### src/sv/fpa_pkg.sv
// ----------------------------------------------------------------------------
// fpa_pkg
// Shared types, codes and helpers of the fixed-point ALU pipeline.
// ----------------------------------------------------------------------------
package fpa_pkg;

  localparam int DataW           = 32;
  localparam int FracBitsDefault = 8;
  localparam int ProdW           = 64;
  localparam int DenW            = DataW + 1;
  localparam int RemW            = 66;

  typedef enum logic [3:0] {
    OP_ADD, OP_SUB, OP_MUL, OP_DIV,
    OP_LT, OP_GT, OP_LE, OP_GE, OP_EQ, OP_NE,
    OP_MIN, OP_MAX, OP_INC, OP_DEC, OP_TOINT, OP_FROMINT
  } op_t;

  typedef enum logic [1:0] {
    ST_OK   = 2'd0,
    ST_OVF  = 2'd1,
    ST_DIVZ = 2'd2
  } status_t;

  localparam logic [DataW-1:0] S32Max = {1'b0, {(DataW-1){1'b1}}};
  localparam logic [DataW-1:0] S32Min = {1'b1, {(DataW-1){1'b0}}};

  // request as it moves down the pipeline
  typedef struct packed {
    op_t              op;
    logic [DataW-1:0] res;
    logic             cmp;
    status_t          st;
    logic [ProdW-1:0] prod;
    logic [RemW-1:0]  rem;
    logic [DenW-1:0]  den;
    logic [DataW-1:0] quo;
    logic             neg;
    logic             dovf;
  } fpa_word_t;

  // saturate a 33-bit signed sum to 32 bits
  function automatic logic [DataW-1:0] sat33(logic [DataW:0] s);
    logic [DataW-1:0] v;
    if (s[DataW] != s[DataW-1]) begin
      v = s[DataW] ? S32Min : S32Max;
    end else begin
      v = s[DataW-1:0];
    end
    return v;
  endfunction

  function automatic logic ovf33(logic [DataW:0] s);
    return s[DataW] ^ s[DataW-1];
  endfunction

endpackage

### src/sv/fpa_div_step.sv
// ----------------------------------------------------------------------------
// fpa_div_step
// One restoring division stage: resolve one quotient bit.
// ----------------------------------------------------------------------------
module fpa_div_step #(
  parameter int BIT = 0
) (
  input  logic               clk,
  input  logic               rst_n,
  input  logic               in_valid,
  input  fpa_pkg::fpa_word_t in_word,
  output logic               up_ready,
  output logic               out_valid,
  output fpa_pkg::fpa_word_t out_word,
  input  logic               dn_ready
);
  import fpa_pkg::*;

  logic            valid_r;
  fpa_word_t       word_r, word_nxt;
  logic [RemW-1:0] dsh;

  assign up_ready  = !valid_r || dn_ready;
  assign out_valid = valid_r;
  assign out_word  = word_r;
  assign dsh       = RemW'(in_word.den) << BIT;

  always_comb begin
    word_nxt = in_word;
    if (in_word.rem >= dsh) begin
      word_nxt.rem      = in_word.rem - dsh;
      word_nxt.quo[BIT] = 1'b1;
    end
  end

  always_ff @(posedge clk) begin
    if (!rst_n) begin
      valid_r <= 1'b0;
    end else if (up_ready) begin
      valid_r <= in_valid;
    end
  end

  always_ff @(posedge clk) begin
    if (up_ready) begin
      word_r <= word_nxt;
    end
  end

endmodule

### config.mk
export PLATFORM = sky130hd
export DESIGN_NAME = fpa_div_step
export DESIGN_NICKNAME = d
export VERILOG_FILES = /design/src/sv/fpa_pkg.sv /design/src/sv/fpa_div_step.sv
export SDC_FILE = /design/constraint.sdc
export NUM_CORES = 1
export LEC_CHECK = 0
export BUFFER_PORTS_ARGS = -buffer_cell sky130_fd_sc_hd__buf_4
export CAP_MARGIN = 20
export CORE_AREA = 2 2 184 186
export CTS_CLUSTER_DIAMETER = 150
export DETAILED_ROUTE_END_ITERATION = 10
export DIE_AREA = 0 0 186 188
export HOLD_SLACK_MARGIN = 0.02
export PLACE_DENSITY = 0.71
export SYNTH_ARGS = -nofsm -noshare
export SYNTH_HDL_FRONTEND = slang
export SYNTH_SLANG_ARGS = --single-unit
### constraint.sdc
create_clock -name clk -period 7.63 [get_ports clk]
set_input_delay 0.763 -clock clk [delete_from_list [all_inputs] [get_ports clk]]
set_output_delay 0.763 -clock clk [all_outputs]
set_load 0.01 [all_outputs]
# [Word-level counts from Yosys, hierarchy flattened]
# Index checks and enable logic that the tools add are counted.
[word_totals] output_inout_bits=238 regBits=237 inputBits=240 word_cells=17
[op_classes] muxes=1 add_sub_neg=1 n_lt_le_gt_ge=1 reduce_logical=2
[ops] operator="$ge 66x33->1" count=1
[ops] operator="$mux 66" count=1
[ops] operator="$sub 66x33->66" count=1
[ops] operator="$logic_not 1->1" count=1
[ops] operator="$logic_or 1x1->1" count=1

# [Depth between registers and ports, before layout]
# Gate-level depths: netlist of the first run.
[logic_depth] ltp_word=2 mapped_depth=14 depth_no_buf=12

# [Worst setup path before layout of the first run]
# OpenSTA, ideal clock, no wires.
[synth_timing] path_kind="input to register" from="input dn_ready" to="register valid_r, in the netlist out_valid" setup_ns=0.411 required_ns=7.219 path_stages=2 t_arrival_ns=7.034 n_path_buf=0 slack_ns=0.185 cell_sequence="nand2b_1 > a21boi_0"
[synth_via] elab_chain_len=1
[synth_rtl] item="start: declaration" line="fpa_div_step.sv:15" rtl="input logic dn_ready"
[synth_rtl] item="$logic_or 1x1->1" line="fpa_div_step.sv:23" rtl="assign up_ready = !valid_r || dn_ready;"
[synth_rtl] item="end signal: assignment" line="fpa_div_step.sv:40" rtl="valid_r <= in_valid;"
[synth_rtl] item="end: declaration" line="fpa_div_step.sv:19" rtl="logic valid_r;"
# No other way between the ends.
# A chain may end at the register's enable or synchronous reset.

==> results_dict.tcl, run 1 <==
set metrics [dict create \
    path_class "input port to flip-flop" \
    cp-end-kind "flip-flop" \
    grt_pass1_vias 8351 \
    syn-cell-area_um2 10500 \
    min_path_cells 1 \
    clk_pin_slew_ns 0.06 \
    cts_made_buffers 28 \
    synth_area_leaders "edfxtp_1 68%, ha_1 4.0%, xor2_1 3.8%, a21oi_1 2.6%, nor2_1 1.8%" \
    overflow 0 \
    fin_ws_ns 3.45 \
    ys_types 66 \
    hold_violations 0 \
    place_hpwl_um 28300 \
    regArea_um2 7110 \
    drt-initial-drc-count 547 \
    cp.arrival_ns 4.48 \
    startpoint_type "input port" \
    core_area_um2 33100 \
    synth_seq_cells 237 \
    cts_tree "yes" \
    first_pass_iters 5 \
    yosysSeqAreaShare_pct 68.0 \
    final_max_slew_viol_count 0 \
    fillers 2950 \
    dieArea_um2 35000 \
    netlist.area_leader.share_pct 67.8 \
    die_h_um 188 \
    synth.avg_cell_area_um2 13.8 \
    row_count 67 \
    fin_setup_tns_ns 0 \
    synth-edff-count 236 \
    antenna_found_initial 7 \
    holdCritPathClass "input port to flip-flop" \
    gr-usage-all-layers_pct 19.8 \
    maxSlewHeadroom_pct 28.7 \
    syn_inst 757 \
    synth_top_area_cell "edfxtp_1" \
    cap_violations 0 \
    reg2reg_slack_ns 5.68 \
    power_mw 3.67 \
    wl_per_cell_um 21.3 \
    chipWidth_um 186 \
    status "completed" \
    postCtsHoldBufs 0 \
    drtAntennaViolNets 0 \
    rr_endpoint "out_word[98]$_DFFE_PP_" \
    cts_resized 0 \
    worst_pin_slew_ns 1.06 \
    hold_ws_ns 0.373 \
    post-route-min-period_ns 4.18 \
    async_reset_ff_share_pct 0 \
    r2r_cells 2 \
    dp.cells 1660 \
    clock.fmax_mhz 240 \
    layout-drive-gt1-share_pct 44.3 \
    leakage_nw 6.64 \
    utilization_pct 46.8 \
    numPortBuffers 477 \
    synth_flop_cell "edfxtp_1" \
    skew_ns 0.0126 \
    vias 8308 \
    reg2reg_from "out_valid$_SDFFE_PN0P_" \
    layout.cells.non_filler 1717 \
    ys.warnings.count 0 \
    wl_um 36500 \
    start_util_pct 31.6 \
    fin_area_um2 15500 \
    cp_data_required_time_ns 7.94 \
    ir_worst_vdd_v 0.000154 \
    nNetsFinal 1517 \
    clkSinkCount 237 \
    setup_viol_count_final 0 \
    syn_nets 1031 \
    viasPerCell 4.84 \
    path_max_fanout 16 \
    area_growth_pct 48.4 \
    grt_pass1_wl_um 51700 \
    multi_input_area_um2 3040 \
    io_pins 478 \
    rsz0062_at_grt "no" \
    gp_congestion 0.883 \
    cts-htree-levels 1 \
    drcViolationCount 0 \
    dp_slack_ns 2.81 \
    cts-root-buf "clkbuf_16" \
    grt_max_degree 162 \
    hold_start "in_word[207]" \
    fin_crit_sh_pct 54.7 \
    pwr_density_cell_nw_per_um2 237 \
    clockBufferDepth 3 \
    min_to "out_word[207]$_DFFE_PP_" \
    cts_setup_buffers 0 \
    placed_cell_area_um2 14500 \
    clkLatencyLatePin_ns 0.57 \
]
[per-layer routing]
layer / up-vias / global-route usage, % / wire length [um]
met5: - / 0 / 55
met4: 8 / 8.51 / 1760
met3: 102 / 6.80 / 3500
met1: 3977 / 22.3 / 13200
li1: 3826 / - / -
met2: 395 / 33.9 / 18000
[power by group]
group          internal [mW]  switching, mW
sequential              1.57         0.0370
combinational          0.303          0.322
clock                  0.876          0.561
[synthesized netlist by cell type (3+ instances only)]
| master | number |
|---|---|
| a211oi_1 | 3 |
| a21boi_0 | 4 |
| a21o_1 | 11 |
| a21oi_1 | 54 |
| a21oi_2 | 6 |
| a31oi_1 | 5 |
| buf_6 | 7 |
| clkbuf_1 | 15 |
| edfxtp_1 | 236 |
| ha_1 | 33 |
| inv_1 | 43 |
| nand2_1 | 46 |
| nand2b_1 | 3 |
| nand3_1 | 11 |
| nand4_1 | 15 |
| nor2_1 | 50 |
| nor2_2 | 5 |
| nor3_1 | 27 |
| nor4_1 | 18 |
| o21a_1 | 7 |
| o21ai_0 | 18 |
| o21ai_1 | 3 |
| o21bai_1 | 4 |
| o31ai_1 | 4 |
| or2_2 | 3 |
| or3_1 | 11 |
| or3_4 | 3 |
| or4_1 | 5 |
| or4_4 | 3 |
| xnor2_1 | 17 |
| xor2_1 | 45 |
[worst max-delay path by stage]
stage / from / to / cells past startpoint
floorplan: dn_ready / out_valid$_SDFFE_PN0P_ / 2
global placement: in_word[67] / out_word[107]$_DFFE_PP_ / 14
detailed placement: in_word[67] / out_word[107]$_DFFE_PP_ / 14
CTS: in_word[67] / out_word[96]$_DFFE_PP_ / 13
global route: in_word[67] / out_word[107]$_DFFE_PP_ / 14
finish: in_word[67] / out_word[107]$_DFFE_PP_ / 14
[cell usage in the layout, fill, tap and decap left out, types with 3 or more instances in the layout]
master and instances:
a211oi_1 3, a21boi_0 4, a21o_1 11, a21oi_1 54
a21oi_2 6, a31oi_1 5, buf_4 480, bufinv_16 6
clkbuf_1 3, clkbuf_16 28, clkinv_1 4, clkinv_2 5
clkinvlp_4 3, diode_2 4, edfxtp_1 236, ha_1 33
inv_1 43, nand2_1 46, nand3_1 11, nand4_1 15
nor2_1 49, nor2_2 6, nor3_1 27, nor4_1 18
o21a_1 7, o21ai_0 18, o21ai_1 3, o21bai_1 4
o31ai_1 4, or2_2 4, or3_1 11, or3_4 3
or4_1 5, or4_4 3, xnor2_1 17, xor2_1 45
[cells by family after synthesis]
group / after synthesis / synth area share [%]
AOI/OAI and AO/OA: 139 / 8.67
xor gates and xnor gates: 62 / 5.20
adders and majority gates: 34 / 4.14
buffers and inverters: 69 / 3.04
DFF: 237 / 68.0
and+or+nand+nor: 216 / 10.9
[registers in the layout, indices dropped and copies added, names as in the netlist]
name,flops
out_word,236
out_valid,1
[final cells by class]
| cell class | instances | area share [%] |
|---|---|---|
| Antenna cell | 4 | 0.0646 |
| Clock buffer | 31 | 4.59 |
| Clock inverter | 21 | 1.78 |
| Inverter | 43 | 1.04 |
| Multi-Input combinational cell | 451 | 19.6 |
| Sequential cell | 237 | 45.8 |
| Tap cell | 448 | 3.61 |
| Timing Repair Buffer | 482 | 23.5 |
[worst max-delay path, cell delays in order]
cell,delay [ns]
buf_4,0.12
inv_1,0.05
ha_1,0.17
inv_1,0.06
fa_1,0.40
a21o_1,0.19
a221oi_1,0.61
o31ai_1,0.31
a22oi_1,0.39
a21boi_0,0.29
nor2_2,0.55
buf_4,0.34
nor3_1,0.09
xor2_1,0.14
Note: power is estimated with default switching activity, not from simulation.
==> run 2: changes to the inputs <==
ABC_AREA = 1   (was default)
CORE_AREA = 2 2 185 187   (was 2 2 184 186)
DIE_AREA = 0 0 187 189   (was 0 0 186 188)
PLACE_DENSITY = 0.74   (was 0.71)
clock period = 4.2 ns   (was 7.63 ns; I/O delays follow)
==> results_dict.tcl, run 2 <==
set metrics [dict create \
    row_count 67 \
    fin_crit_sh_pct 64.0 \
    fin_setup_tns_ns 0 \
    gr-usage-all-layers_pct 27.2 \
    layout_common_cells "482 x buf_4, 456 x nand2_1, 236 x edfxtp_1" \
    die_h_um 189 \
    holdCritPathClass "input port to flip-flop" \
    syn_inst 1309 \
    hold_violations 0 \
    cap_violations 0 \
    cts_resized 0 \
    cts-htree-levels 1 \
    yosysSeqAreaShare_pct 58.2 \
    area_growth_pct 41.2 \
    start_util_pct 36.7 \
    yosys-top-cells-count "457 x nand2_1, 236 x edfxtp_1, 217 x inv_1" \
    synth_area_leaders "edfxtp_1 58%, nand2_1 14%, inv_1 6.7%, nor2_1 3.8%, ha_1 3.4%" \
    layout-drive-gt1-share_pct 32.5 \
    ir_worst_vdd_v 0.000231 \
    dieArea_um2 35300 \
    cts_tree "yes" \
    async_reset_ff_share_pct 0 \
    setup_viol_count_final 0 \
    drt-initial-drc-count 782 \
    reg2reg_slack_ns 2.16 \
    ys.warnings.count 0 \
    hold_start "in_word[209]" \
    cts-root-buf "clkbuf_16" \
    cp-end-kind "flip-flop" \
    syn-cell-area_um2 12200 \
    clkSinkCount 237 \
    io_pins 478 \
    gp_congestion 0.905 \
    clk_pin_slew_ns 0.06 \
    synth.avg_cell_area_um2 9.32 \
    antenna_found_initial 17 \
    synth_flop_cell "edfxtp_1" \
    first_pass_iters 5 \
    place_hpwl_um 41000 \
    core_area_um2 33300 \
    netlist.area_leader.share_pct 58.1 \
    worst_pin_slew_ns 1.07 \
    viasPerCell 4.79 \
    postCtsHoldBufs 0 \
    fin_ws_ns 1.51 \
    cp_data_required_time_ns 4.49 \
    yosysMostFrequentCell "nand2_1" \
    startpoint_type "input port" \
    layout_commonest_cell "buf_4" \
    cp.arrival_ns 2.97 \
    path_class "input port to flip-flop" \
    skew_ns 0.0169 \
    clockBufferDepth 3 \
    final_max_slew_viol_count 0 \
    synth_seq_cells 237 \
    grt_pass1_vias 10800 \
    numPortBuffers 477 \
    post-route-min-period_ns 2.69 \
    maxSlewHeadroom_pct 28.5 \
    startpoint "in_word[67]" \
    drcViolationCount 0 \
    reg2reg_from "out_valid$_SDFFE_PN0P_" \
    nNetsFinal 2087 \
    leakage_nw 8.13 \
    grt_max_degree 129 \
    cts_made_buffers 28 \
    path_max_fanout 23 \
    utilization_pct 51.8 \
    pwr_density_cell_nw_per_um2 382 \
    rsz0062_at_grt "no" \
    wl_um 49500 \
    vias 11000 \
    drtAntennaViolNets 0 \
    syn_nets 1583 \
    overflow 0 \
    wl_per_cell_um 21.6 \
    dp_slack_ns 0.940 \
    clkLatencyLatePin_ns 0.56 \
    synth_top_area_cell "edfxtp_1" \
    ys_types 36 \
    synth-edff-count 236 \
    status "completed" \
    largest_register_ffs 236 \
    grt_pass1_wl_um 69700 \
    cts_setup_buffers 0 \
    clock.fmax_mhz 372 \
    chipWidth_um 187 \
]
==> run 2: layout make-up <==
type	instances	area [um^2]
Fill cell	3181	16100
Clock buffer	36	752
Inverter	228	857
Clock inverter	14	119
Sequential cell	237	7110
Tap cell	448	561
Antenna cell	9	22.5
Multi-Input combinational cell	834	4150
Timing Repair Buffer	484	3660
==> run 2: cell families after synthesis <==
kind of cell / Yosys count / synth area share (%)
and+or+nand+nor: 679 / 22.8
xor gates and xnor gates: 32 / 2.30
buffers and inverters: 238 / 7.88
AOI/OAI and AO/OA: 89 / 5.26
DFF: 237 / 58.2
adders and majority gates: 34 / 3.55
==> run 2: path summary, 6_finish.rpt <==
kind	endpoint	depth (start not counted)
min	out_word[209]$_DFFE_PP_	1
max	out_word[114]$_DFFE_PP_	14
min reg2reg	out_valid$_SDFFE_PN0P_	2
max reg2reg	out_word[17]$_DFFE_PP_	2
==> run 2: critical path: stages <==
cell      delay (ns)
buf_4           0.11
inv_1           0.04
ha_1            0.18
inv_1           0.10
fa_1            0.46
nand3_1         0.14
nand3_2         0.14
nand2_1         0.09
nand2_1         0.12
nand2_2         0.12
nand3_4         0.14
clkinv_2        0.36
buf_4           0.46
a21oi_2         0.06
==> run 2: report_power, final <==
group	switching [mW]	internal (mW)	leakage [nW]
Clock	0.967	1.37	0.423
Sequential	0.0809	2.86	2.45
Combinational	0.720	0.586	5.26
Total	1.77	4.82	8.13
==> run 2: metal layers <==
layer | wire, um | vias up | global-route usage [%]
li1 | - | 5230 | -
met1 | 19200 | 5124 | 31.5
met2 | 23500 | 504 | 45.4
met3 | 4840 | 99 | 10.1
met4 | 1980 | 10 | 11.2
met5 | 62 | - | 0
==> run 2: through the flow <==
step / total power, mW / cell area [um^2] / std cells / hold slack, ns
6_report: 6.59 / 17200 / 2290 / 0.0413
5_1_grt: 6.83 / 17200 / 2283 / 0.0221
4_1_cts: 6.64 / 17200 / 2281 / 0.0208
3_5_place_dp: 4.29 / 16300 / 2231 / 0.599
3_3_place_gp: 4.28 / 16300 / 2231 / 0.599
2_1_floorplan: 3.54 / 12200 / 1309 / 0.519
