==> src/sv/fpa_pkg.sv <==
// ----------------------------------------------------------------------------
// fpa_pkg
// Shared types, codes and helpers of the fixed-point ALU pipeline.
// ----------------------------------------------------------------------------
package fpa_pkg;

  localparam int DataW           = 32;
  localparam int FracBitsDefault = 8;
  localparam int ProdW           = 64;
  localparam int DenW            = DataW + 1;
  localparam int RemW            = 66;

  typedef enum logic [3:0] {
    OP_ADD, OP_SUB, OP_MUL, OP_DIV,
    OP_LT, OP_GT, OP_LE, OP_GE, OP_EQ, OP_NE,
    OP_MIN, OP_MAX, OP_INC, OP_DEC, OP_TOINT, OP_FROMINT
  } op_t;

  typedef enum logic [1:0] {
    ST_OK   = 2'd0,
    ST_OVF  = 2'd1,
    ST_DIVZ = 2'd2
  } status_t;

  localparam logic [DataW-1:0] S32Max = {1'b0, {(DataW-1){1'b1}}};
  localparam logic [DataW-1:0] S32Min = {1'b1, {(DataW-1){1'b0}}};

  // request as it moves down the pipeline
  typedef struct packed {
    op_t              op;
    logic [DataW-1:0] res;
    logic             cmp;
    status_t          st;
    logic [ProdW-1:0] prod;
    logic [RemW-1:0]  rem;
    logic [DenW-1:0]  den;
    logic [DataW-1:0] quo;
    logic             neg;
    logic             dovf;
  } fpa_word_t;

  // saturate a 33-bit signed sum to 32 bits
  function automatic logic [DataW-1:0] sat33(logic [DataW:0] s);
    logic [DataW-1:0] v;
    if (s[DataW] != s[DataW-1]) begin
      v = s[DataW] ? S32Min : S32Max;
    end else begin
      v = s[DataW-1:0];
    end
    return v;
  endfunction

  function automatic logic ovf33(logic [DataW:0] s);
    return s[DataW] ^ s[DataW-1];
  endfunction

endpackage

==> src/sv/fpa_in_if.sv <==
// ----------------------------------------------------------------------------
// fpa_in_if
// Operation request channel: valid/ready with opcode and two operands.
// ----------------------------------------------------------------------------
interface fpa_in_if;
  logic        valid;
  logic        ready;
  logic [3:0]  op;
  logic signed [31:0] operand_a;
  logic signed [31:0] operand_b;

  modport source (output valid, op, operand_a, operand_b, input ready);
  modport sink   (input valid, op, operand_a, operand_b, output ready);
endinterface

==> src/sv/fpa_front.sv <==
// ----------------------------------------------------------------------------
// fpa_front
// Entry stage: simple operations, multiplier, divider setup.
// ----------------------------------------------------------------------------
module fpa_front #(
  parameter int FRAC_BITS = fpa_pkg::FracBitsDefault
) (
  input  logic              clk,
  input  logic              rst_n,
  fpa_in_if.sink            in_req,
  output logic              out_valid,
  output fpa_pkg::fpa_word_t out_word,
  input  logic              dn_ready
);
  import fpa_pkg::*;

  logic             valid_r;
  fpa_word_t        word_r, word_nxt;
  logic             up_ready;
  logic [DataW-1:0] a, b;
  logic [DataW:0]   a_x, b_x, sum, dif, incv, decv, mag_a, mag_b;
  logic signed [ProdW-1:0] a_w, fi, prod_w;
  logic             lt, eq;
  op_t              op;
  logic [RemW-1:0]  num;

  assign up_ready     = !valid_r || dn_ready;
  assign in_req.ready = up_ready;
  assign out_valid    = valid_r;
  assign out_word     = word_r;

  assign a    = in_req.operand_a;
  assign b    = in_req.operand_b;
  assign op   = op_t'(in_req.op);
  assign a_x  = {a[DataW-1], a};
  assign b_x  = {b[DataW-1], b};
  assign sum  = a_x + b_x;
  assign dif  = a_x - b_x;
  assign incv = a_x + (DataW+1)'(1);
  assign decv = a_x - (DataW+1)'(1);
  assign mag_a = a[DataW-1] ? ((DataW+1)'(0) - a_x) : a_x;
  assign mag_b = b[DataW-1] ? ((DataW+1)'(0) - b_x) : b_x;
  assign lt   = $signed(a) < $signed(b);
  assign eq   = a == b;
  assign a_w  = ProdW'($signed(a));
  assign fi   = a_w <<< FRAC_BITS;
  // full signed product, operands sign-extended by the 64-bit target
  assign prod_w = $signed(a) * $signed(b);
  assign num  = (RemW'(mag_a) << (FRAC_BITS + 1)) + RemW'(mag_b);

  always_comb begin
    word_nxt      = '0;
    word_nxt.op   = op;
    word_nxt.st   = ST_OK;
    word_nxt.prod = prod_w;
    word_nxt.rem  = num;
    word_nxt.den  = {mag_b[DataW-1:0], 1'b0};
    word_nxt.neg  = a[DataW-1] ^ b[DataW-1];
    word_nxt.dovf = num >= {1'b0, mag_b[DataW-1:0], 1'b0, {DataW{1'b0}}};
    case (op)
      OP_ADD: begin
        word_nxt.res = sat33(sum);
        if (ovf33(sum)) word_nxt.st = ST_OVF;
      end
      OP_SUB: begin
        word_nxt.res = sat33(dif);
        if (ovf33(dif)) word_nxt.st = ST_OVF;
      end
      OP_INC: begin
        word_nxt.res = sat33(incv);
        if (ovf33(incv)) word_nxt.st = ST_OVF;
      end
      OP_DEC: begin
        word_nxt.res = sat33(decv);
        if (ovf33(decv)) word_nxt.st = ST_OVF;
      end
      OP_DIV: begin
        if (b == '0) word_nxt.st = ST_DIVZ;
      end
      OP_LT:  word_nxt.cmp = lt;
      OP_GT:  word_nxt.cmp = !lt && !eq;
      OP_LE:  word_nxt.cmp = lt || eq;
      OP_GE:  word_nxt.cmp = !lt;
      OP_EQ:  word_nxt.cmp = eq;
      OP_NE:  word_nxt.cmp = !eq;
      OP_MIN: word_nxt.res = lt ? a : b;
      OP_MAX: word_nxt.res = (!lt && !eq) ? a : b;
      OP_TOINT: word_nxt.res = DataW'($signed(a) >>> FRAC_BITS);
      OP_FROMINT: begin
        if (fi[ProdW-1:DataW-1] != {(ProdW-DataW+1){fi[ProdW-1]}}) begin
          word_nxt.res = fi[ProdW-1] ? S32Min : S32Max;
          word_nxt.st  = ST_OVF;
        end else begin
          word_nxt.res = fi[DataW-1:0];
        end
      end
      default: word_nxt.res = '0;
    endcase
  end

  always_ff @(posedge clk) begin
    if (!rst_n) begin
      valid_r <= 1'b0;
    end else if (up_ready) begin
      valid_r <= in_req.valid;
    end
  end

  always_ff @(posedge clk) begin
    if (up_ready) begin
      word_r <= word_nxt;
    end
  end

endmodule

==> src/flat_wrapper.sv <==
// flat-port wrapper written by rule: the top's interface ports become plain ports
module fpa_front_flat import fpa_pkg::*;
#(
  parameter int FRAC_BITS = fpa_pkg::FracBitsDefault
)
  (clk, rst_n, out_valid, out_word, dn_ready, in_req_valid, in_req_op, in_req_operand_a, in_req_operand_b, in_req_ready);
  fpa_in_if in_req_i ();
  input  logic clk;
  input  logic rst_n;
  output logic out_valid;
  output fpa_pkg::fpa_word_t out_word;
  input  logic dn_ready;
  input wire logic [$bits(in_req_i.valid)-1:0] in_req_valid;
  input wire logic [$bits(in_req_i.op)-1:0] in_req_op;
  input wire logic [$bits(in_req_i.operand_a)-1:0] in_req_operand_a;
  input wire logic [$bits(in_req_i.operand_b)-1:0] in_req_operand_b;
  output wire logic [$bits(in_req_i.ready)-1:0] in_req_ready;
  assign in_req_i.valid = in_req_valid;
  assign in_req_i.op = in_req_op;
  assign in_req_i.operand_a = in_req_operand_a;
  assign in_req_i.operand_b = in_req_operand_b;
  assign in_req_ready = in_req_i.ready;
  fpa_front #(.FRAC_BITS(FRAC_BITS)) u_core (.clk(clk), .rst_n(rst_n), .in_req(in_req_i), .out_valid(out_valid), .out_word(out_word), .dn_ready(dn_ready));
endmodule
==> config.mk <==
export PLATFORM = sky130hd
export DESIGN_NAME = fpa_front_flat
export DESIGN_NICKNAME = d
export VERILOG_FILES = /design/src/sv/fpa_pkg.sv /design/src/sv/fpa_in_if.sv /design/src/sv/fpa_front.sv /design/src/flat_wrapper.sv
export SDC_FILE = /design/constraint.sdc
export NUM_CORES = 2
export LEC_CHECK = 0
export BUFFER_PORTS_ARGS = -buffer_cell sky130_fd_sc_hd__buf_2
export CORE_MARGIN = 4
export CORE_UTILIZATION = 45
export DETAILED_ROUTE_END_ITERATION = 10
export PLACE_DENSITY = 0.64
export SLEW_MARGIN = 20
export SYNTH_ARGS = -nofsm -noshare
export SYNTH_HDL_FRONTEND = slang
export SYNTH_SLANG_ARGS = --single-unit
==> constraint.sdc <==
create_clock -name clk -period 13.5 [get_ports clk]
set_input_delay 0.675 -clock clk [delete_from_list [all_inputs] [get_ports clk]]
set_output_delay 0.675 -clock clk [all_outputs]
set_load 0.03 [all_outputs]
* After elaboration in Yosys (flattened, before gate mapping)
Index checks and enable logic that the tools add are counted.
** Storage, ports and cells
- Register bits after elaboration :: 204
- Bits of input ports :: 72
- Output and inout bits :: 238
** Cells by class
- Add/subtract/negate cells :: 7
- Multiply operators :: 1
- Magnitude comparators :: 2
- Equal/unequal tests :: 20
- Mux-type cells :: 23
- Bitwise operators :: 5
- Reductions and logical operators :: 8
** Operators with widths (count)
- 2-to-1 mux 32 bit :: 12
- case mux 32 bit (8 select lines) :: 1
- greater-or-equal comparator 66 x 65 -> 1 bit :: 1
- 2-to-1 mux 33 bit :: 2
- subtractor 1 x 32 -> 33 bit (first input constant) :: 2
- multiplier 32 x 32 -> 64 bit :: 1
- adder 42 x 33 -> 43 bit :: 1
- adder 32 x 2 -> 33 bit (second input constant) :: 1
- adder 32 x 32 -> 33 bit :: 1
- subtractor 32 x 2 -> 33 bit (second input constant) :: 1
- subtractor 32 x 32 -> 33 bit :: 1
- equality test 32 bit :: 1
- equality test 4 bit (second input constant) :: 8
- logical NOT 32 bit :: 1
- < comparator 32 bit :: 1
- equality test 4 x 3 -> 1 bit (second input constant) :: 4
- case mux 2 bit (6 select lines) :: 1
- inequality test 8 bit :: 1
- case mux 1 bit (6 select lines) :: 1
- 2-to-1 mux 1 bit :: 5
- XOR 1 bit :: 5
- equality test 4 x 1 -> 1 bit (second input constant) :: 1
- equality test 4 x 2 -> 1 bit (second input constant) :: 1
- logical NOT 4 bit :: 1
- 5 further kinds :: 11

* Longest topological paths before layout
- Depth after elaboration :: 5
- Gate-level depth with buffers :: 32

* Worst setup path after synthesis
No wires, ideal clock.
- Path kind :: input to register
- Start point :: in in_req_operand_a[31]
- End point :: reg u_core.word_r, in the netlist u_core.out_word[193] (data pin)
- Setup time :: 264 ps
- Arrival :: 8677 ps
- Required time :: 13236 ps
- Slack :: 4559 ps
- Stages on the path :: 29
- Cells stage by stage :: clkbuf_1 buf_1 clkbuf_1 buf_1 nand2_1 inv_1 fa_1 inv_1 fa_1 inv_1 fa_1 fa_1 inv_1 fa_1 inv_1 fa_1 inv_1 fa_1 inv_1 fa_1 ha_1 clkbuf_1 o21ai_0 nor2_1 or4_1 a32oi_1 a21oi_1 a221oi_1 xnor2_1
** Between the ends
- Cells in the longest elaborated chain, start to end :: 1
** Ends and longest elaborated chain
- from (decl) :: RTL line flat_wrapper.sv:15 : input wire logic [$bits(in_req_i.operand_a)-1:0] in_req_operand_a;
- multiplier 32 x 32 -> 64 bit :: RTL line fpa_front.sv:48 : assign prod_w = $signed(a) * $signed(b);
- net u_core.prod_w[60] :: RTL line fpa_front.sv:22 : logic signed [ProdW-1:0] a_w, fi, prod_w;
- to (signal assigned) :: RTL line fpa_front.sv:111 : word_r <= word_nxt;
- to (decl) :: RTL line fpa_front.sv:18 : fpa_word_t word_r, word_nxt;
The timed path passes the listed nets, and every way through them passes these cells.
A chain may end at the register's enable or synchronous reset.

* Final worst setup path
- Start point :: in in_req_operand_a[21]
- End point :: reg u_core.word_r, in the netlist u_core.out_word[195] (data pin)
Same word-level chain as after synthesis.

==> impl_metrics.py <==
metrics = {
    "yosys": {
        "synth_top_family_by_area": "adder cells",
        "syn_inst": 5754,
        "muxShareOfSynthArea": 0.0119,
        "synth_cell_type_count": 80,
        "synth.cell_area_um2": 51800,
        "ys_ff_latch": 172,
        "synthArstFlopShare": 0,
        "syn_area_per_cell_um2": 9.01,
        "ys_seq_area_frac": 0.0995,
        "ys.flop_type": "edfxtp_1",
        "yosysWarnings": 0,
        "synth_compound_area_frac": 0.0863,
        "synth-simple-area-share": 0.155,
        "synth_edf_count": 171,
        "synthAdderAreaFrac": 0.489,
        "synth_xor_area_frac": 0.0444,
    },
    "global_routing": {
        "grt_pass1_vias": 42979,
        "grt_max_degree": 65,
        "gr-total-overflow": 0,
        "grt_pass1_wl_um": 268000,
        "antenna_found_initial": 12,
        "track_usage": 0.292,
    },
    "clock_network": {
        "cts.sinks": 172,
        "clk_latency_ns": 0.55,
        "cts_tree": "yes",
        "htreeDepth": 4,
        "post_cts_buffers": 0,
        "cts.clk_slew.worst_paths_ns": 0.09,
        "cts_root_buffer": "clkbuf_16",
        "clockBufferDepth": 2,
        "cts_resized": 0,
        "ctsHoldBuffers": 0,
        "cts_buffers": 17,
    },
    "final_layout": {
        "register_area_um2": 5150,
        "layout.nets": 7213,
        "final_common_cell": "fa_1",
        "drive_above_1_share": 0.0741,
        "n_fill_cell": 10913,
        "syn2layout_area_growth_pct": 5.73,
        "multi_input_area_um2": 41100,
        "final_cell_mix": "fa_1 (1085), inv_1 (1072), nand2_1 (646)",
    },
    "flow_run": {
        "max_cap_viol_count": 0,
    },
    "setup_path": {
        "crit_start": "in_req_operand_a[21]",
        "cp.arrival_ns": 10.27,
        "max_stage_delay_ns": 0.96,
        "cp.required_ns": 13.80,
        "slowest_stage": "clkinv_1",
        "path_class": "in -> reg",
        "end_kind": "flip-flop",
        "r2r-start": "u_core.out_valid",
        "crit_top_cell": "fa_1",
        "cp-start-kind": "input port",
        "cp_max_fo": 26,
    },
    "floorplanning": {
        "core_area_um2": 114000,
        "die_area_um2": 121000,
        "die_x_um": 347,
        "io_pins": 310,
        "start_util": 0.453,
        "num_rows": 124,
        "die_h_um": 347,
    },
    "sta": {
        "fmax_ghz": 0.100,
        "final-setup-viol-count": 0,
        "tns_ns": 0,
        "slew_viol_final": 0,
        "min_period_ns": 9.97,
        "relSlewSlack": 0.194,
        "fin_skew_ns": 0.0140,
        "final_hold_viol_count": 0,
        "rsz0062_at_grt": "no",
        "post-route-period-util": 0.739,
        "tightest_slew_ns": 1.19,
    },
    "outcome": {
        "status": "finished clean",
    },
    "route": {
        "vias_per_cell": 5.70,
        "dr_total_vias": 41588,
        "firstDrtPassIters": 8,
        "ant_nets": 0,
        "drcViolationCount": 0,
        "wl_um": 175000,
        "routedWlPerCell_um": 23.9,
        "drtIter0Drc": 3696,
    },
    "placed_design": {
        "hpwl_um": 133000,
        "portBuffers": 253,
        "gp_congestion": 0.983,
    },
    "min_path": {
        "min_from": "in_req_valid",
        "hp-class": "in -> reg",
    },
}
[per-layer routing]
layer	vias to the layer above	global-route usage	share of wire
li1	17748	-	-
met1	21137	0.389	0.39
met2	2296	0.460	0.46
met3	403	0.0633	0.10
met4	4	0.130	0.053
met5	-	0	0.00015
[synth_stat cells, types with 11 or more instances]
library cell | number | share of area
nor3_1 | 72 | 0.0070
and2_1 | 371 | 0.045
xor2_1 | 62 | 0.010
nand4_1 | 44 | 0.0053
o21bai_1 | 22 | 0.0032
buf_4 | 66 | 0.0096
nand2b_1 | 36 | 0.0043
a211oi_1 | 25 | 0.0036
o21ai_0 | 190 | 0.018
nor4_1 | 24 | 0.0029
a21o_1 | 49 | 0.0071
a21oi_1 | 199 | 0.019
fa_1 | 1085 | 0.42
or2_2 | 17 | 0.0021
o2111ai_1 | 18 | 0.0030
mux2i_1 | 54 | 0.010
or3_1 | 21 | 0.0025
o31ai_1 | 22 | 0.0032
a31oi_1 | 32 | 0.0039
a221oi_1 | 12 | 0.0020
o21a_1 | 23 | 0.0033
nor2_1 | 309 | 0.022
o211ai_1 | 16 | 0.0023
and3_1 | 18 | 0.0022
buf_1 | 46 | 0.0033
inv_1 | 1072 | 0.078
nand2_1 | 646 | 0.047
nand3_1 | 63 | 0.0061
xnor2_1 | 201 | 0.034
a2111oi_0 | 11 | 0.0019
nor2b_1 | 20 | 0.0024
ha_1 | 290 | 0.070
clkbuf_1 | 292 | 0.021
edfxtp_1 | 171 | 0.099
[stage by stage]
stage	hold slack (ns)	utilization	cell area, um^2	std cells	worst slack [ns]
2_1_floorplan	0.774	-	52000	5812	4.56
3_3_place_gp	0.884	0.474	54100	7259	3.29
3_5_place_dp	0.902	0.474	54100	7259	3.02
4_1_cts	0.349	0.479	54800	7291	3.61
5_1_grt	0.378	0.479	54800	7296	3.13
6_report	0.380	0.479	54800	7299	3.53
[registers in the layout (all words and copies together), names as in the netlist]
signal	cells
u_core.out_valid	1
u_core.out_word	171
[critical path, delay by kind of cell]
kind                     cells  cell delay [ns]
adder cells (fa/ha/maj)      9             4.31
AO/OA/AOI/OAI                7             2.49
buffers and inverters        7             1.67
AND/OR/NAND/NOR              3             0.91
XOR/XNOR                     1             0.16
[path summary, 6_finish.rpt]
check | to | cells past startpoint | slack (ns)
setup reg to reg | u_core.out_word[172] | 3 | 11.21
hold reg to reg | u_core.out_valid | 2 | 0.89
hold / removal | u_core.out_valid | 3 | 0.38
setup / recovery | u_core.out_word[195] | 27 | 3.53
[area by class of cell]
class                      count  area share
clock buffer                  17     0.00776
clock inverter                15     0.00381
antenna                        8    0.000365
multi-input combinational   4145       0.749
timing repair buffer         348      0.0361
sequential                   172      0.0941
inverter                    1082      0.0741
tap                         1512      0.0345
[kinds of logic (layout without fill, tap and decap cells)]
logic type               Yosys count  after routing
XOR/XNOR                         263            263
AND/OR/NAND/NOR                 1680           1680
flip-flops                       172            172
AO/OA/AOI/OAI                    707            707
other                              1             67
adder cells (fa/ha/maj)         1375           1375
multiplexers                      61             61
buffers and inverters           1495           1462
Power is not shown: default switching activity piles up to over one toggle a cycle in this logic, so the estimate is an artifact.
