File: src/sv/fpa_pkg.sv
// ----------------------------------------------------------------------------
// fpa_pkg
// Shared types, codes and helpers of the fixed-point ALU pipeline.
// ----------------------------------------------------------------------------
package fpa_pkg;

  localparam int DataW           = 32;
  localparam int FracBitsDefault = 8;
  localparam int ProdW           = 64;
  localparam int DenW            = DataW + 1;
  localparam int RemW            = 66;

  typedef enum logic [3:0] {
    OP_ADD, OP_SUB, OP_MUL, OP_DIV,
    OP_LT, OP_GT, OP_LE, OP_GE, OP_EQ, OP_NE,
    OP_MIN, OP_MAX, OP_INC, OP_DEC, OP_TOINT, OP_FROMINT
  } op_t;

  typedef enum logic [1:0] {
    ST_OK   = 2'd0,
    ST_OVF  = 2'd1,
    ST_DIVZ = 2'd2
  } status_t;

  localparam logic [DataW-1:0] S32Max = {1'b0, {(DataW-1){1'b1}}};
  localparam logic [DataW-1:0] S32Min = {1'b1, {(DataW-1){1'b0}}};

  // request as it moves down the pipeline
  typedef struct packed {
    op_t              op;
    logic [DataW-1:0] res;
    logic             cmp;
    status_t          st;
    logic [ProdW-1:0] prod;
    logic [RemW-1:0]  rem;
    logic [DenW-1:0]  den;
    logic [DataW-1:0] quo;
    logic             neg;
    logic             dovf;
  } fpa_word_t;

  // saturate a 33-bit signed sum to 32 bits
  function automatic logic [DataW-1:0] sat33(logic [DataW:0] s);
    logic [DataW-1:0] v;
    if (s[DataW] != s[DataW-1]) begin
      v = s[DataW] ? S32Min : S32Max;
    end else begin
      v = s[DataW-1:0];
    end
    return v;
  endfunction

  function automatic logic ovf33(logic [DataW:0] s);
    return s[DataW] ^ s[DataW-1];
  endfunction

endpackage

File: src/sv/fpa_out_if.sv
// ----------------------------------------------------------------------------
// fpa_out_if
// Result channel: valid/ready with value, compare flag and status.
// ----------------------------------------------------------------------------
interface fpa_out_if;
  logic        valid;
  logic        ready;
  logic signed [31:0] result_value;
  logic        compare_true;
  logic [1:0]  status;

  modport source (output valid, result_value, compare_true, status, input ready);
  modport sink   (input valid, result_value, compare_true, status, output ready);
endinterface

File: src/sv/fpa_back.sv
// ----------------------------------------------------------------------------
// fpa_back
// Exit stage: round and saturate multiply, saturate divide, hold the result.
// ----------------------------------------------------------------------------
module fpa_back #(
  parameter int FRAC_BITS = fpa_pkg::FracBitsDefault
) (
  input  logic               clk,
  input  logic               rst_n,
  input  logic               in_valid,
  input  fpa_pkg::fpa_word_t in_word,
  output logic               up_ready,
  fpa_out_if.source          out_res
);
  import fpa_pkg::*;

  localparam logic [ProdW-1:0] Half =
    (FRAC_BITS > 0) ? (ProdW'(1) << (FRAC_BITS - 1)) : '0;

  logic             valid_r;
  logic [DataW-1:0] res_r, res_nxt;
  logic             cmp_r;
  status_t          st_r, st_nxt;
  logic             mneg;
  logic [ProdW-1:0] mmag, q, lim;
  logic             sneg, big;

  assign up_ready             = !valid_r || out_res.ready;
  assign out_res.valid        = valid_r;
  assign out_res.result_value = res_r;
  assign out_res.compare_true = cmp_r;
  assign out_res.status       = st_r;

  assign mneg = in_word.prod[ProdW-1];
  assign mmag = mneg ? (ProdW'(0) - in_word.prod) : in_word.prod;

  always_comb begin
    res_nxt = in_word.res;
    st_nxt  = in_word.st;
    sneg    = 1'b0;
    q       = '0;
    big     = 1'b0;
    lim     = '0;
    if (in_word.op == OP_MUL || (in_word.op == OP_DIV && in_word.st == ST_OK)) begin
      if (in_word.op == OP_MUL) begin
        sneg = mneg;
        q    = (mmag + Half) >> FRAC_BITS;
      end else begin
        sneg = in_word.neg;
        q    = ProdW'(in_word.quo);
        big  = in_word.dovf;
      end
      lim = sneg ? ProdW'(S32Min) : ProdW'(S32Max);
      if (big || q > lim) begin
        res_nxt = sneg ? S32Min : S32Max;
        st_nxt  = ST_OVF;
      end else begin
        res_nxt = sneg ? (DataW'(0) - q[DataW-1:0]) : q[DataW-1:0];
      end
    end
  end

  always_ff @(posedge clk) begin
    if (!rst_n) begin
      valid_r <= 1'b0;
    end else if (up_ready) begin
      valid_r <= in_valid;
    end
  end

  always_ff @(posedge clk) begin
    if (up_ready) begin
      res_r <= res_nxt;
      cmp_r <= in_word.cmp;
      st_r  <= st_nxt;
    end
  end

endmodule
File: src/flat_wrapper.sv
// flat-port wrapper written by rule: the top's interface ports become plain ports
module fpa_back_flat import fpa_pkg::*;
#(
  parameter int FRAC_BITS = fpa_pkg::FracBitsDefault
)
  (clk, rst_n, in_valid, in_word, up_ready, out_res_valid, out_res_result_value, out_res_compare_true, out_res_status, out_res_ready);
  fpa_out_if out_res_i ();
  input  logic clk;
  input  logic rst_n;
  input  logic in_valid;
  input  fpa_pkg::fpa_word_t in_word;
  output logic up_ready;
  output wire logic [$bits(out_res_i.valid)-1:0] out_res_valid;
  output wire logic [$bits(out_res_i.result_value)-1:0] out_res_result_value;
  output wire logic [$bits(out_res_i.compare_true)-1:0] out_res_compare_true;
  output wire logic [$bits(out_res_i.status)-1:0] out_res_status;
  input wire logic [$bits(out_res_i.ready)-1:0] out_res_ready;
  assign out_res_valid = out_res_i.valid;
  assign out_res_result_value = out_res_i.result_value;
  assign out_res_compare_true = out_res_i.compare_true;
  assign out_res_status = out_res_i.status;
  assign out_res_i.ready = out_res_ready;
  fpa_back #(.FRAC_BITS(FRAC_BITS)) u_core (.clk(clk), .rst_n(rst_n), .in_valid(in_valid), .in_word(in_word), .up_ready(up_ready), .out_res(out_res_i));
endmodule
File: config.mk
export PLATFORM = sky130hd
export DESIGN_NAME = fpa_back_flat
export DESIGN_NICKNAME = d
export VERILOG_FILES = /design/src/sv/fpa_pkg.sv /design/src/sv/fpa_out_if.sv /design/src/sv/fpa_back.sv /design/src/flat_wrapper.sv
export SDC_FILE = /design/constraint.sdc
export NUM_CORES = 1
export LEC_CHECK = 0
export BUFFER_PORTS_ARGS = -buffer_cell sky130_fd_sc_hd__clkbuf_2
export CAP_MARGIN = 20
export CORE_MARGIN = 3
export CORE_UTILIZATION = 30
export DETAILED_ROUTE_END_ITERATION = 8
export PLACE_DENSITY = 0.64
export SYNTH_ARGS = -nofsm -noshare
export SYNTH_HDL_FRONTEND = slang
export SYNTH_SLANG_ARGS = --single-unit
File: constraint.sdc
create_clock -name clk -period 8.8 [get_ports clk]
set_input_delay 0.88 -clock clk [delete_from_list [all_inputs] [get_ports clk]]
set_output_delay 0.88 -clock clk [all_outputs]
set_load 0.02 [all_outputs]
## Word level (Yosys, flattened, before mapping)

Index checks and enable logic that the tools add are counted.

- $add $sub $neg: 3
- Order comparisons: 1
- Equal/unequal tests: 2
- Multiplexer cells: 14
- Reductions and logical operators: 6

Operators by type and width:

| operator | count |
|---|---|
| $mux 32 | 5 |
| $mux 64 | 2 |
| $add 64x8->64 const B | 1 |
| $gt 64x64->1 | 1 |
| $sub 1x64->64 const A | 1 |
| $mux 56 | 1 |
| $sub 1x32->32 const A | 1 |
| $eq 4x2->1 const B | 2 |
| $mux 1 | 4 |
| $mux 2 | 2 |
| $logic_or 1x1->1 | 3 |
| $logic_not 2->1 | 1 |
| $logic_and 1x1->1 | 1 |
| $logic_not 1->1 | 1 |

- Register bits after elaboration: 36
- Bits of input ports: 240
- Output and inout port bits: 37
- Logic and storage cells: 30

## Logic depth before layout (Yosys ltp)

Gate-level depths: netlist of the first run.

- Depth in word-level cells: 9
- Depth in mapped cells: 34
- Gate-level depth less buffers: 28

## Worst setup path after synthesis of the first run

No wires, ideal clock.

- Kind: in2reg
- Start point: input port in_word[196] (netlist name)
- End point: register u_core.res_r[27] (netlist: u_core.out_res.result_value[27]), data pin
- Setup time: 0.272 ns
- Data arrival time: 7.704 ns
- Data required time: 8.528 ns
- Setup slack: 0.825 ns
- Stages on the path: 34
- Cell sequence: clkbuf_1 -> clkbuf_1 -> buf_1 -> clkbuf_1 -> clkbuf_1 -> clkbuf_1 -> o21ai_0 -> xnor2_1 -> ha_1 -> inv_1 -> a2111o_1 -> o211ai_1 -> o211a_1 -> nand3_1 -> nor3_1 -> a311o_1 -> xor2_1 -> o21a_1 -> inv_1 -> ha_1 -> nand4_1 -> nor2_1 -> nand2_1 -> a21oi_1 -> a221oi_1 -> o21ai_0 -> o21a_1 -> a2111oi_0 -> nand4bb_1 -> or4_4 -> buf_6 -> buf_6 -> a211oi_2 -> o31ai_1

- Word-level cells in the longest chain between the ends: 9

Ends and longest elaborated chain:

| what | RTL line | text |
|---|---|---|
| start, declared | flat_wrapper.sv:11 | `input fpa_pkg::fpa_word_t in_word;` |
| $sub 1x64->64 | fpa_back.sv:35 | `assign mmag = mneg ? (ProdW'(0) - in_word.prod) : in_word.prod;` |
| $mux 64 | fpa_back.sv:35 |  |
| $add 64x8->64 | fpa_back.sv:47 | `q = (mmag + Half) >> FRAC_BITS;` |
| $mux 56 | fpa_back.sv:45 | `if (in_word.op == OP_MUL) begin` |
| $mux 64 | fpa_back.sv:44 | `if (in_word.op == OP_MUL \|\| (in_word.op == OP_DIV && in_word.st == ST_OK)) begin` |
| $gt 64x64->1 | fpa_back.sv:54 | `if (big \|\| q > lim) begin` |
| $logic_or 1x1->1 | fpa_back.sv:54 |  |
| $mux 32 (*) | fpa_back.sv:54 |  |
| $mux 32 (*) | fpa_back.sv:44 |  |
| via u_core.res_nxt[27] | fpa_back.sv:21 | `logic [DataW-1:0] res_r, res_nxt;` |
| end signal, assigned | fpa_back.sv:73 | `res_r <= res_nxt;` |
| end, declared | fpa_back.sv:21 |  |

Mark *: on every way through the listed nets, which the timed path passes. The rest lies on a longest branch. The select of a mux whose other input is x is not followed.
A chain may end at the register's enable or synchronous reset.

## Worst setup path after layout of the first run

- Start point: input port in_word[137] (netlist name)
- End point: register u_core.res_r[16] (netlist: u_core.out_res.result_value[16]), data pin

- Word-level cells in the longest chain between the ends: 9

Ends and longest elaborated chain:

| what | RTL line |
|---|---|
| $sub 1x64->64 | fpa_back.sv:35 |
| $mux 64 (*) | fpa_back.sv:35 |
| $add 64x8->64 (*) | fpa_back.sv:47 |
| $mux 56 (*) | fpa_back.sv:45 |
| $mux 64 (*) | fpa_back.sv:44 |
| $gt 64x64->1 or $sub 1x32->32 (tied branches) | fpa_back.sv:54, fpa_back.sv:58 |
| $logic_or 1x1->1 or $mux 32 (tied branches) | fpa_back.sv:54, fpa_back.sv:58 |
| $mux 32 (*) | fpa_back.sv:54 |
| $mux 32 (*) | fpa_back.sv:44 |
| via u_core.res_nxt[16] | fpa_back.sv:21 |

Marks and branches as above.

==> results of run 1 <==
## metrics by stage
| step | hold WS, ps | power, mW |
|---|---|---|
| 6_report | 776.8 | 0.7450 |
| 3_5_place_dp | 874.1 | 0.5816 |
| 4_1_cts | 771.6 | 0.7445 |
| 3_3_place_gp | 863.2 | 0.5744 |
| 5_1_grt | 777.4 | 0.7959 |
| 2_1_floorplan | 978.9 | 0.4560 |
## synth_stat cells, types with 25 or more instances
cell type / n / area, µm²
nand4_1: 42 / 262.8
clkbuf_1: 52 / 195.2
inv_1: 26 / 97.59
nor4_1: 36 / 225.2
nand3_1: 39 / 195.2
ha_1: 34 / 425.4
xor2_1: 44 / 385.4
o31ai_1: 27 / 202.7
or3_1: 27 / 168.9
nor3_1: 50 / 250.2
edfxtp_1: 35 / 1051
a31oi_1: 25 / 156.4
nor2_1: 87 / 326.6
nand2_1: 84 / 315.3
o21ai_0: 45 / 225.2
xnor2_1: 39 / 341.6
a21oi_1: 46 / 230.2
## state kept, by name, summed over array words and instances (netlist names)
name	count
u_core.out_res.result_value	32
u_core.out_res.status	2
u_core.out_res.compare_true	1
u_core.out_res.valid	1
## cell families (layout without fill, tap and decap cells)
family	Yosys count	in the layout	share of synthesized area
fa+ha+maj	34	34	0.05584
simple gates	490	490	0.3544
flops	36	36	0.1406
xor+xnor	83	83	0.09542
compound gates	310	310	0.2856
mux	10	10	0.01314
other cells	0	1	0
buf+inv	98	239	0.05502
## power by group through the flow
stage	Combinational, mW	Sequential, mW	Clock, mW
finish	0.373	0.211	0.162
global route	0.411	0.212	0.173
CTS	0.369	0.211	0.165
detailed placement	0.368	0.214	0
global placement	0.361	0.214	0
floorplan	0.222	0.234	0
## layout by cell type (no fill, tap or decap), drive strengths merged, types with 16 or more instances in the layout
master,netlist,final
or4,27,27
edfxtp,35,35
ha,34,34
a211oi,17,17
nor4,41,41
nand4,42,42
inv,26,25
nand3,41,41
nor2,87,87
or3,27,27
a21oi,47,47
xor2,44,44
o21a,16,16
clkbuf,52,184
o21ai,51,51
nand2,84,84
or2,19,19
a31oi,25,25
o41ai,19,19
xnor2,39,39
nor3,51,51
and3,22,22
o31ai,27,27
buf,19,27
## worst max-delay path by stage
stage | start | to | slack, ps | depth (start not counted)
after floorplan | in_word[196] | u_core.out_res.result_value[27]$_DFFE_PP_ | 820 | 34
after global placement | in_word[137] | u_core.out_res.result_value[16]$_DFFE_PP_ | 650 | 28
after detailed placement | in_word[137] | u_core.out_res.result_value[16]$_DFFE_PP_ | 420 | 29
after CTS | in_word[137] | u_core.out_res.result_value[16]$_DFFE_PP_ | 670 | 29
after global routing | in_word[137] | u_core.out_res.result_value[16]$_DFFE_PP_ | 140 | 29
final | in_word[137] | u_core.out_res.result_value[16]$_DFFE_PP_ | 730 | 30
## critical path, delay by kind of cell
kind	cells	cell delay [ps]
compound gates	11	3020
xor+xnor	2	320
fa+ha+maj	2	540
buf+inv	4	650
simple gates	11	2680
## routing by layer
| metal | track usage | wire (µm) | vias to the layer above |
|---|---|---|---|
| met1 | 0.2739 | 12640 | 4187 |
| met3 | 0.02195 | 2147 | 27 |
| met5 | 0 | 0 | - |
| met4 | 0.03251 | 434 | 0 |
| met2 | 0.3006 | 12000 | 388 |
| li1 | - | - | 4440 |
## area by class of cell
cell class                 count  area, µm²  area share
sequential                    36       1071      0.1196
timing repair buffer         205       1094      0.1221
clock buffer                   6      128.9     0.01439
antenna                        1      2.502   0.0002794
multi-input combinational    927       6150      0.6865
tap                          324      405.4     0.04526
inverter                      27      101.3     0.01131
clock inverter                 1      5.005   0.0005587
==> key figures, run 1 <==
Outcome
  – Status: finished, final reports clean

Placement
  – RD Place Congestion: 0.8987
  – Cells after DPL: 1518
  – Setup WS pre-CTS: 415.3 ps
  – Placed standard-cell area: 0.008811 mm²
  – I/O Buffers: 177
  – DP HPWL: 22200 µm

Timing
  – Final WS setup: 728.8 ps
  – Final setup TNS: 0 ps
  – Fin crit share: 0.9172
  – Worst Skew: 2.527 ps
  – Slew @ Worst Pin: 1017 ps
  – Max-slew headroom: 0.3131
  – RSZ-0062 raised after global routing: false
  – Fmax: 123.9 MHz
  – Minimum clock period: 8071 ps
  – # setup viols final: 0
  – Final Hold Fails: 0
  – Fin. max-slew vios: 0

Synthesis
  – Cells after synthesis: 1061
  – Syn Std Cell Area: 0.007619 mm²
  – Post-synth EDFFs: 35
  – Sequential element share of the synthesized area: 0.1406
  – Syn Nets: 1335
  – Ys flop type: edfxtp_1
  – Yosys warnings: 0
  – Syn avg cell area: 7.181 µm²
  – Register bit total from synthesis: 36
  – Synth unique cells: 84
  – Async SR Flop Fraction: 0

Worst setup path
  – Startpoint types: input pin
  – Worst Path Required: 8840 ps
  – Worst-path fanout max: 20
  – Worst EP arrival: 8120 ps
  – Worst reg-to-reg path cell count: 2
  – Crit-path slowest cell: or4_4
  – Launch point of the worst reg-to-reg path: u_core.out_res.valid$_SDFFE_PN0P_
  – R2R Path End: u_core.out_res.result_value[12]$_DFFE_PP_
  – Crit Path Category: in -> reg
  – CP peak stage delay: 590 ps
  – FF-to-FF setup slack: 7680 ps
  – CP endpoint kind: flip-flop

Routing
  – Final antenna-violating net count: 0
  – DR iter-0 viols: 869
  – Vias: 9042
  – First-pass iteration count of the detailed router: 6
  – Drt wl/cell: 17.83 µm
  – DRC Markers: 0
  – Post-Route WL: 27230 µm
  – Vias per cell: 5.921

Die
  – # IOs: 277
  – Initial Util: 0.3096
  – Chip height: 165.4 µm
  – Die W: 165.4 µm
  – Site row count: 57
  – Die area: 0.02734 mm²
  – Core box area: 0.02460 mm²

Clocking
  – CTS root buf: clkbuf_16
  – CTS tree: built
  – Hold buffers post-CTS: 0
  – CTS clock-pin slew for the worst setup and hold paths: 50 ps
  – Bufs on Longest Clock Path: 2
  – Cells resized by post-CTS repair: 0
  – Clk_lat worst skew: 280 ps
  – Post-CTS Setup Repair Bufs: 0
  – TritonCTS Sinks: 36
  – Cts bufs inserted: 5
  – H-tree Lvls: 2

Global route
  – First-pass GRT wire length: 42080 µm
  – Largest net degree at the start of global routing: 53
  – Grt ovf: 0
  – Initial antenna violation count: 1
  – Total global-route track usage: 0.1878
  – Vias in the first global route: 7855

Power and ir drop
  – Combinational share of power: 0.501
  – Sequential fraction of design power: 0.283
  – Worst VDD drop: 0.1253 mV
  – P_leak: 3.427 nW
  – Switching part of the total: 0.3998
  – Psw: 297.8 µW
  – Clock power share: 0.217
  – P_int: 447.1 µW
  – PD cells: 83.17 mW/mm²

Hold path
  – Origin of the worst min-delay path: in_word[199]
  – Hold Crit Depth: 1
  – Hold path endpoint: u_core.out_res.compare_true$_DFFE_PP_
  – Hold WC Path Type: in -> reg

Run
  – Max-cap check violation count: 0

Final layout
  – Fin cells: 1527
  – Final instance area: 0.008957 mm²
  – Area grow syn2layout: 17.57%
  – Post-layout util: 0.3640
  – Fillers: 2626
  – Nets: 1476
  – Share of cells above drive strength 1: 0.2130
Power figures use the tool's default switching activity.
==> run 2, diff against run 1 <==
- CORE_ASPECT_RATIO: unset -> 0.75
- CORE_MARGIN: 3 -> unset
==> run 2 against run 1 <==
Clock power up 23%. Worst hold slack better by 5.1 ps. Combinational power about the same. Register-to-register slack got worse by 50 ps. Critical path depth is the same. Utilization down 0.16 points. Setup slack worse by 160 ps. Critical endpoint unchanged.
==> key figures, run 2 (synthesis gave the netlist of run 1 again) <==
Die
  – # IOs: 277
  – Initial Util: 0.3052
  – Core box area: 0.02496 mm²
  – Die area: 0.02604 mm²
  – Site row count: 50
  – Chip height: 140.0 µm
  – Die W: 186.0 µm

Worst setup path
  – Launch point of the worst reg-to-reg path: u_core.out_res.valid$_SDFFE_PN0P_
  – Worst Path Required: 8840 ps
  – Crit-path slowest cell: or4_4
  – Crit path buf inv count: 5
  – Startpoint types: input pin
  – R2R Path End: u_core.out_res.result_value[3]$_DFFE_PP_
  – CP endpoint kind: flip-flop
  – Worst-path fanout max: 20
  – FF-to-FF setup slack: 7630 ps
  – CP peak stage delay: 600 ps
  – Dominant delay contributor by cell family on the critical path: simple AND/OR/NAND/NOR gates
  – Worst EP arrival: 8270 ps
  – Crit Path Category: in -> reg
  – Worst reg-to-reg path cell count: 2

Routing
  – DR iter-0 viols: 873
  – Drt wl/cell: 18.09 µm
  – Final antenna-violating net count: 0
  – Post-Route WL: 27960 µm
  – First-pass iteration count of the detailed router: 5
  – Vias per cell: 5.968
  – Vias: 9221
  – DRC Markers: 0

Clocking
  – Bufs on Longest Clock Path: 2
  – Clk_lat worst skew: 280 ps
  – H-tree Lvls: 2
  – TritonCTS Sinks: 36
  – CTS root buf: clkbuf_16
  – CTS clock-pin slew for the worst setup and hold paths: 50 ps
  – Cts bufs inserted: 5
  – Cells resized by post-CTS repair: 0
  – Hold buffers post-CTS: 0
  – Post-CTS Setup Repair Bufs: 0
  – CTS tree: built

Global route
  – Grt ovf: 0
  – Met3 usage: 0.03900
  – Met2 Usage GRT: 0.3305
  – Vias in the first global route: 8322
  – Met1 Resource Use GR: 0.2959
  – Largest net degree at the start of global routing: 62
  – Initial antenna violation count: 2
  – Total global-route track usage: 0.2084
  – First-pass GRT wire length: 43780 µm
  – Most used routing layer: met2

Power and ir drop
  – Combinational share of power: 0.477
  – P_leak: 3.464 nW
  – PD cells: 86.63 mW/mm²
  – Worst VDD drop: 0.08063 mV
  – Switching part of the total: 0.3912
  – Psw: 306.6 µW
  – Sequential fraction of design power: 0.268
  – Clock power share: 0.255
  – P_int: 477.1 µW

Outcome
  – Status: finished, final reports clean

Final layout
  – Share of cells above drive strength 1: 0.2162
  – Commonest cells after routing, fill and taps aside: clkbuf_2, nor2_1, nand2_1, nor3_1, a21oi_1
  – Nets: 1480
  – Area grow syn2layout: 18.74%
  – N_diodes: 0
  – Max reg flops: 32
  – Most common cell after layout, fill and taps aside: clkbuf_2
  – Final instance area: 0.009046 mm²

Timing
  – Fin crit share: 0.9351
  – Fin. max-slew vios: 0
  – Hold Slack: 781.9 ps
  – # setup viols final: 0
  – Worst Skew: 7.154 ps
  – Fmax: 121.5 MHz
  – Slew @ Worst Pin: 928.7 ps
  – Minimum clock period: 8229 ps
  – Final Hold Fails: 0
  – Final setup TNS: 0 ps
  – Max-slew headroom: 0.3752
  – RSZ-0062 raised after global routing: false

Placement
  – I/O Buffers: 177
  – RD Place Congestion: 0.9123
  – DP HPWL: 22210 µm
  – Placed standard-cell area: 0.008879 mm²

Hold path
  – Origin of the worst min-delay path: in_word[199]
  – Hold path endpoint: u_core.out_res.compare_true$_DFFE_PP_
  – Hold Crit Depth: 1
  – Hold WC Path Type: in -> reg

Run
  – Max-cap check violation count: 0
run 2: worst max path at each step:
stage / from / end / slack (ps) / depth (start not counted)
5_1_grt: in_word[137] / u_core.out_res.result_value[31]$_DFFE_PP_ / 30 / 29
6_report: in_word[137] / u_core.out_res.result_value[16]$_DFFE_PP_ / 570 / 30
3_5_place_dp: in_word[137] / u_core.out_res.result_value[31]$_DFFE_PP_ / 490 / 29
2_1_floorplan: in_word[196] / u_core.out_res.result_value[27]$_DFFE_PP_ / 820 / 34
3_3_place_gp: in_word[137] / u_core.out_res.result_value[31]$_DFFE_PP_ / 690 / 29
4_1_cts: in_word[137] / u_core.out_res.result_value[31]$_DFFE_PP_ / 770 / 29
run 2: power by group through the flow:
stage | registers, mW | logic (mW) | clock network, mW
after CTS | 0.210 | 0.369 | 0.203
after global placement | 0.214 | 0.362 | 0
after detailed placement | 0.214 | 0.368 | 0
after floorplan | 0.234 | 0.222 | 0
after global routing | 0.212 | 0.412 | 0.210
final | 0.210 | 0.374 | 0.200
run 2: final cells by class:
class	instances	area, µm²
repair buffers	209	1139
multi-input cells	927	6145
flip-flops and latches	36	1071
clock inverters	3	42.54
well taps	338	422.9
inverters	27	101.3
clock buffers	5	125.1
fillers	2723	15920
run 2: worst register-to-register path, cell delays in order (launching register included):
cell and delay (ps):
dfxtp_1 320, nand2b_2 60, buf_4 400
run 2: per-layer routing:
| metal | vias to the layer above | share of wire |
|---|---|---|
| met5 | - | 0.00043 |
| met4 | 2 | 0.013 |
| met3 | 29 | 0.090 |
| met2 | 397 | 0.44 |
| met1 | 4339 | 0.45 |
| li1 | 4454 | - |
run 2: metrics by stage:
step / setup WS, ps / utilization / instances / power, mW
floorplan: 824.7 / - / 1061 / 0.4560
global placement: 691.4 / 0.3557 / 1537 / 0.5762
detailed placement: 494.4 / 0.3557 / 1537 / 0.5819
CTS: 770.0 / 0.3624 / 1545 / 0.7826
global route: 26.98 / 0.3624 / 1545 / 0.8330
finish: 571.5 / 0.3624 / 1545 / 0.7837
